[config.mk]
export PLATFORM = sky130hd
export DESIGN_NAME = debounced_input_press_timer_top
export DESIGN_NICKNAME = d
export VERILOG_FILES = /design/src/rtl/core/dipt_pkg.sv /design/src/rtl/core/debounced_input_press_timer_top.sv
export VERILOG_INCLUDE_DIRS = /design/src /design/src/rtl/core
export SDC_FILE = /design/constraint.sdc
export NUM_CORES = 1
export LEC_CHECK = 0
export ABC_CLOCK_PERIOD_IN_PS = 6000
export BUFFER_PORTS_ARGS = -buffer_cell sky130_fd_sc_hd__buf_2
export CAP_MARGIN = 5
export CORE_MARGIN = 3
export CORE_UTILIZATION = 30
export DETAILED_ROUTE_END_ITERATION = 6
export GPL_TIMING_DRIVEN = 1
export SLEW_MARGIN = 30
export SYNTH_ARGS = -nofsm -noshare
export SYNTH_HDL_FRONTEND = slang
export SYNTH_SLANG_ARGS = --single-unit
[constraint.sdc]
create_clock -name clock -period 6 [get_ports clock]
set_input_delay 0.9 -clock clock [delete_from_list [all_inputs] [get_ports clock]]
set_output_delay 0.9 -clock clock [all_outputs]
set_load 0.1 [all_outputs]
[src/rtl/core/debounced_input_press_timer_top_macros.svh]
// Assertion macros shared by the press timer RTL.
`ifndef DEBOUNCED_INPUT_PRESS_TIMER_TOP_MACROS_SVH
`define DEBOUNCED_INPUT_PRESS_TIMER_TOP_MACROS_SVH

// Same-cycle implication, disabled during reset.
`define DIPT_ASSERT_SAME(lbl, clk, rst, ante, cons) \
   lbl: assert property (@(posedge clk) disable iff (rst) (ante) |-> (cons)) \
      else $error("check failed: lbl");

// Next-cycle implication, disabled during reset.
`define DIPT_ASSERT_NEXT(lbl, clk, rst, ante, cons) \
   lbl: assert property (@(posedge clk) disable iff (rst) (ante) |=> (cons)) \
      else $error("check failed: lbl");

`endif

[src/rtl/core/dipt_pkg.sv]
// Constants and register indexes for the debounced press timer.
package dipt_pkg;

   localparam int unsigned TsW      = 32;
   localparam int unsigned DebW     = 8;
   localparam int unsigned DelayW   = 16;
   localparam int unsigned ThrW     = 26;   // 65535 * 1000 fits in 26 bits
   localparam int unsigned CsrAddrW = 2;
   localparam int unsigned CsrDataW = 16;
   localparam int unsigned ReqDataW = 40;   // raw_level + timestamp, byte padded
   localparam int unsigned RspDataW = 40;   // 35 bits of fields, byte padded

   localparam logic [ThrW-1:0] UsPerMs = ThrW'(1000);

   typedef enum logic [CsrAddrW-1:0] {
      CSR_INVERT_LEVEL  = 2'd0,
      CSR_DEBOUNCE      = 2'd1,
      CSR_EMERG_ENABLE  = 2'd2,
      CSR_EMERG_DELAY   = 2'd3
   } csr_addr_type;

   localparam logic CMD_SAMPLE = 1'b0;
   localparam logic CMD_EMERG  = 1'b1;

endpackage

[src/rtl/core/debounced_input_press_timer_top.sv]
// Debounced input with press-duration timer and sticky emergency flag.
//
// Input stream req_*: tuser carries the command (sample or read-and-clear
// emergency); tdata carries the raw level and a 32-bit microsecond timestamp.
// Output stream rsp_*: one result transaction per input transaction, carrying
// the change flag, the logical level, the release duration and the emergency
// read-back.
// The result passes through one input register, then the result register.
// Throughput: one transaction per cycle while rsp_tready is high. The debounce
// counter, edge detector and duration subtract all settle between the two registers.
// When the receiver stalls, the result register holds and the input register
// can still take one more transaction; after that req_tready drops.
// Reset (synchronous, active high) clears both stages, the filter and timing
// state and the configuration (debounce setting 1, others 0).
// csr_*: write-only register port, taken on any cycle with csr_we high; write
// only while the block is idle. The emergency threshold in microseconds is
// computed when csr register 3 is written.
module debounced_input_press_timer_top (
   input  logic                             clock,
   input  logic                             reset,
   input  logic                             req_tvalid,
   output logic                             req_tready,
   input  logic [dipt_pkg::ReqDataW-1:0]    req_tdata,  // [0] raw_level, [32:1] timestamp_us
   input  logic                             req_tuser,  // [0] cmd
   output logic                             rsp_tvalid,
   input  logic                             rsp_tready,
   // [0] changed, [1] active_level, [33:2] duration_us, [34] emergency_was_pending
   output logic [dipt_pkg::RspDataW-1:0]    rsp_tdata,
   input  logic                             csr_we,
   input  logic [dipt_pkg::CsrAddrW-1:0]    csr_addr,
   input  logic [dipt_pkg::CsrDataW-1:0]    csr_wdata
);

`include "debounced_input_press_timer_top_macros.svh"

   // configuration
   logic                          inv_ff;
   logic [dipt_pkg::DebW-1:0]     deb_ff;
   logic                          emen_ff;
   logic [dipt_pkg::ThrW-1:0]     thr_ff;

   // input stage
   logic                          s1_valid_ff, s1_valid_in;
   logic                          s1_cmd_ff;
   logic                          s1_raw_ff;
   logic [dipt_pkg::TsW-1:0]      s1_ts_ff;

   // block state
   logic                          active_ff, active_in;
   logic [dipt_pkg::TsW-1:0]      start_ff, start_in;
   logic                          cand_ff, cand_in;
   logic [dipt_pkg::DebW-1:0]     cnt_ff, cnt_in;
   logic                          emerg_ff, emerg_in;

   // result stage
   logic                          rsp_valid_ff, rsp_valid_in;
   logic                          changed_ff, changed_in;
   logic                          level_ff;
   logic [dipt_pkg::TsW-1:0]      dur_ff, dur_in;
   logic                          was_ff, was_in;

   logic                          req_fire;
   logic                          s1_fire;
   logic                          take;
   logic                          logical;
   logic [dipt_pkg::TsW-1:0]      diff;

   assign s1_fire    = s1_valid_ff && (!rsp_valid_ff || rsp_tready);
   assign req_tready = !s1_valid_ff || s1_fire;
   assign req_fire   = req_tvalid && req_tready;

   assign rsp_tvalid = rsp_valid_ff;
   assign rsp_tdata  = {5'b0, was_ff, dur_ff, level_ff, changed_ff};

   assign logical = s1_raw_ff ^ inv_ff;
   assign diff    = s1_ts_ff - start_ff;

   always_comb begin
      s1_valid_in = s1_valid_ff;
      if (req_fire) begin
         s1_valid_in = 1'b1;
      end else if (s1_fire) begin
         s1_valid_in = 1'b0;
      end
      rsp_valid_in = rsp_valid_ff;
      if (s1_fire) begin
         rsp_valid_in = 1'b1;
      end else if (rsp_tready) begin
         rsp_valid_in = 1'b0;
      end
   end

   // State update for the transaction leaving the input stage
   always_comb begin
      active_in  = active_ff;
      start_in   = start_ff;
      cand_in    = cand_ff;
      cnt_in     = cnt_ff;
      emerg_in   = emerg_ff;
      changed_in = 1'b0;
      dur_in     = '0;
      was_in     = 1'b0;
      take       = 1'b0;
      if (s1_fire) begin
         if (s1_cmd_ff == dipt_pkg::CMD_EMERG) begin
            was_in   = emerg_ff;
            emerg_in = 1'b0;
         end else begin
            if (deb_ff[dipt_pkg::DebW-1:1] == '0) begin
               take = 1'b1;   // filter bypassed
            end else begin
               if (s1_raw_ff != cand_ff) begin
                  cand_in = s1_raw_ff;
                  cnt_in  = dipt_pkg::DebW'(1);
               end else if (cnt_ff < deb_ff) begin
                  cnt_in = cnt_ff + dipt_pkg::DebW'(1);
               end
               take = (cnt_in >= deb_ff);
            end
            if (take && (logical != active_ff)) begin
               changed_in = 1'b1;
               active_in  = logical;
               if (logical) begin
                  start_in = s1_ts_ff;
               end else begin
                  dur_in = diff;
                  if (emen_ff && (diff >= dipt_pkg::TsW'(thr_ff))) begin
                     emerg_in = 1'b1;
                  end
               end
            end
         end
      end
   end

   always_ff @(posedge clock) begin
      if (reset) begin
         inv_ff       <= 1'b0;
         deb_ff       <= dipt_pkg::DebW'(1);
         emen_ff      <= 1'b0;
         thr_ff       <= '0;
         s1_valid_ff  <= 1'b0;
         rsp_valid_ff <= 1'b0;
         active_ff    <= 1'b0;
         start_ff     <= '0;
         cand_ff      <= 1'b0;
         cnt_ff       <= '0;
         emerg_ff     <= 1'b0;
      end else begin
         s1_valid_ff  <= s1_valid_in;
         rsp_valid_ff <= rsp_valid_in;
         active_ff    <= active_in;
         start_ff     <= start_in;
         cand_ff      <= cand_in;
         cnt_ff       <= cnt_in;
         emerg_ff     <= emerg_in;
         if (csr_we) begin
            case (dipt_pkg::csr_addr_type'(csr_addr))
               dipt_pkg::CSR_INVERT_LEVEL: inv_ff  <= csr_wdata[0];
               dipt_pkg::CSR_DEBOUNCE:     deb_ff  <= csr_wdata[dipt_pkg::DebW-1:0];
               dipt_pkg::CSR_EMERG_ENABLE: emen_ff <= csr_wdata[0];
               dipt_pkg::CSR_EMERG_DELAY:
                  thr_ff <= dipt_pkg::ThrW'(csr_wdata) * dipt_pkg::UsPerMs;
               default: ;
            endcase
         end
      end
   end

   // Payload registers
   always_ff @(posedge clock) begin
      if (req_fire) begin
         s1_cmd_ff <= req_tuser;
         s1_raw_ff <= req_tdata[0];
         s1_ts_ff  <= req_tdata[dipt_pkg::TsW:1];
      end
      if (s1_fire) begin
         changed_ff <= changed_in;
         level_ff   <= active_in;
         dur_ff     <= dur_in;
         was_ff     <= was_in;
      end
   end

   // duration only on a real release edge
   `DIPT_ASSERT_SAME(a_dur_needs_change, clock, reset,
      rsp_valid_ff && !changed_ff, dur_ff == '0)
   // an emergency read never reports an edge
   `DIPT_ASSERT_SAME(a_was_no_edge, clock, reset,
      rsp_valid_ff && was_ff, !changed_ff && dur_ff == '0)
   // the read-and-clear command leaves the flag cleared
   `DIPT_ASSERT_NEXT(a_emerg_cleared, clock, reset,
      s1_fire && s1_cmd_ff == dipt_pkg::CMD_EMERG, !emerg_ff)
   // the reported level tracks the held state
   `DIPT_ASSERT_NEXT(a_level_tracks, clock, reset,
      s1_fire, level_ff == active_ff)

endmodule
==> out/metrics.cfg <==
[clock_tree]
clockBufferDepth=2
cts_hold_buf=0
post-cts-setup-buffers=0
clock_latency_ns=0.43
cts-root-buf=clkbuf_16
cts_buffers=17
path_clk_slew_ns=0.06
cts_resized=0
cts_num_sinks=147
cts-htree-levels=4
cts_tree=built

[logic_synthesis]
netlist.area_leader.share_pct=19.7
synthesis.area_um2=10500
syn_area_per_cell_um2=10.0
ys_ff_latch=147
synthDistinctLibCells=63
netlist_instances=1047
ys_warn_count=0
async_flop_share_pct=0
seq_area_frac_synth_pct=34.6
synth_area_leaders=edfxtp_1 (20%), dfxtp_1 (15%), ha_1 (15%), fa_1 (10%), a21oi_1 (4.0%)
synth_edf_count=69
yosysTopAreaCell=edfxtp_1
synthFlopType=dfxtp_1

[sta]
fin_crit_sh_pct=82.0
setup_violations=0
maxSlewViolCount=0
final_hold_viol_count=0
worst_pin_slew_ns=0.947
clock_skew_ns=0.00809
rsz0062_at_grt=false
fmax_mhz=203
finalCriticalPeriod_ns=4.92
max-slew-margin-rel_pct=36.9
setup-tns-final_ns=0

[drt]
wl_mm=22.8
ant_nets=0
viasPerCell=4.72
wl_per_cell_um=14.3
drt-pass1-iter-count=5
drc=0
drtIter0Drc=315
vias=7554

[hold_path]
hold_start=thr_ff[10]
min-delay-path-class=flop to flop

[global_route]
antenna_found_initial=2
grt_max_degree=45
gr-usage-all-layers_pct=12.8
grt_pass1_wl_mm=37.9
grt_pass1_vias=7569
grt_overflow_total=0

[setup_path]
setup.worst_path.start=csr_wdata[0]
cp-end-kind=flop
crit_buf_inv=4
crit_arrival_ns=5.21
start_kind=input pin
cp_cell_sequence=buf_2 -> fa_1 -> inv_1 -> fa_1 -> fa_1 -> inv_1 -> fa_1 -> ha_1 -> inv_1 -> o21bai_1 -> a21o_1 -> a21o_1 -> a21oi_1 -> o311ai_1 -> nand4_1 -> a21boi_1 -> mux2i_1 -> o311ai_1
reg2reg_from=deb_ff[1]
critPathMaxStageDelay_ns=0.59
required_ns=6.29
slowest_stage=fa_1
critical-path-top-delay-family=adder cells
r2r_slack_ns=1.24
crit_type=input pin to flop
worst-path-max-fanout=8
cpMostUsedCell=fa_1

[power_and_ir_drop]
irDropWorstVdd_v=0.000201
pwr_density_cell_nw_per_um2=322
p_leak_nw=5.15

[cells_and_area]
syn_to_final_growth_pct=14.8
n_fill_cell=3523
fin_nets=1381
n_antenna_cell=0
drive_gt1_share_pct=12.7
fin_area_um2=12100

[floorplan]
initial_utilization_pct=30.9
rows=67
die-height_um=193
die-area_um2=37300
die_w_um=193
core-area_um2=34000
ios=106

[placement]
gp_congestion=0.777
placed_cell_area_um2=11500
io_buffers=93
dp_hpwl_mm=17.9

[outcome]
status=finished, final reports clean

[job]
drv_cap=0

-- report_power, final --
part | switching (W) | total (W) | internal, W
logic | 0.000901 | 0.00161 | 0.000711
clock network | 0.000431 | 0.00112 | 0.000693
registers | 0.0000326 | 0.00115 | 0.00111
-- worst paths after layout --
kind / cells after the start / end
setup / recovery: 18 / thr_ff[24]
hold / removal: 2 / thr_ff[10]
setup reg to reg: 23 / start_ff[22]
hold reg to reg: 2 / thr_ff[10]
-- layout by cell type, fill, tap and decap left out, types with 43 or more instances in the layout --
master	n
inv_1	99
dfxtp_1	78
nor2_1	81
ha_1	123
buf_2	93
fa_1	55
edfxtp_1	69
nand2_1	91
a21oi_1	84
a21o_1	43
-- cell families after synthesis --
| logic type | synth area share [%] |
|---|---|
| and+or+nand+nor | 12.3 |
| AOI/OAI and AO/OA | 14.4 |
| buffers and inverters | 5.04 |
| adders and majority gates | 25.1 |
| xor gates and xnor gates | 5.00 |
| muxes | 3.52 |
| DFF | 34.6 |
| other | 0.0357 |
-- per-layer routing --
| layer | track usage (%) | routed length, um | vias up |
|---|---|---|---|
| li1 | - | - | 3817 |
| met1 | 17.5 | 11100 | 3615 |
| met2 | 20.9 | 10800 | 106 |
| met3 | 2.86 | 836 | 14 |
| met4 | 2.34 | 141 | 2 |
| met5 | 0 | 13 | - |
-- stage by stage --
step | setup WS (ns) | hold WS (ns) | utilization, % | instances | total power, W
final | 1.08 | 0.454 | 35.5 | 1600 | 0.00388
after global routing | 0.770 | 0.476 | 35.5 | 1600 | 0.00421
after CTS | 1.06 | 0.453 | 35.5 | 1600 | 0.00394
after detailed placement | 0.605 | 0.445 | 33.7 | 1568 | 0.00280
after global placement | 0.658 | 0.445 | 33.7 | 1568 | 0.00277
after floorplan | 1.14 | 0.432 | - | 1051 | 0.00248
-- final cells by class --
type | instances | area [um^2] | area share, %
clock buffers | 18 | 429 | 3.56
well taps | 448 | 561 | 4.64
inverters | 101 | 379 | 3.14
flip-flops and latches | 147 | 3630 | 30.1
multi-input cells | 772 | 6360 | 52.7
repair buffers | 100 | 518 | 4.29
clock inverters | 14 | 185 | 1.53
-- synthesized netlist by cell type (4+ instances only) --
library cell / instances
xnor2_1: 40
nor2_1: 81
fa_1: 55
dfxtp_1: 78
a31oi_1: 7
a21o_1: 43
nand2b_1: 9
a21oi_1: 84
and2_1: 25
nand4_1: 11
o21ai_1: 10
edfxtp_1: 69
o21bai_1: 8
xor2_1: 20
a211oi_1: 5
inv_1: 99
nor2b_1: 7
nor3_1: 14
o211ai_1: 4
o21ai_0: 6
ha_1: 123
mux2i_1: 37
nand3b_1: 7
o21a_1: 12
buf_4: 8
clkbuf_1: 19
nand3_1: 16
nand2_1: 91
a221o_1: 4
-- registers in the layout, indices dropped and copies added (netlist names), 8 cells and up --
signal	count
deb_ff	8
thr_ff	23
dur_ff	32
cnt_ff	8
start_ff	32
s1_ts_ff	32
-- worst register-to-register path: stages, from the launching register on --
cell and delay [ns]:
dfxtp_1 0.35, inv_1 0.08, ha_1 0.29, a21o_1 0.15
a21o_1 0.17, a21o_1 0.17, a21o_1 0.17, a21o_1 0.18
a21o_4 0.28, a21o_1 0.22, xnor2_1 0.15, nor2_1 0.06
ha_1 0.29, nand2b_1 0.14, a21o_1 0.18, a21o_1 0.17
a21o_1 0.17, a21o_1 0.18, a21oi_1 0.14, o21ai_1 0.13
nand4b_1 0.12, buf_4 0.47, mux2i_1 0.31, nor2_1 0.05
(Power assumes the default switching activity.)
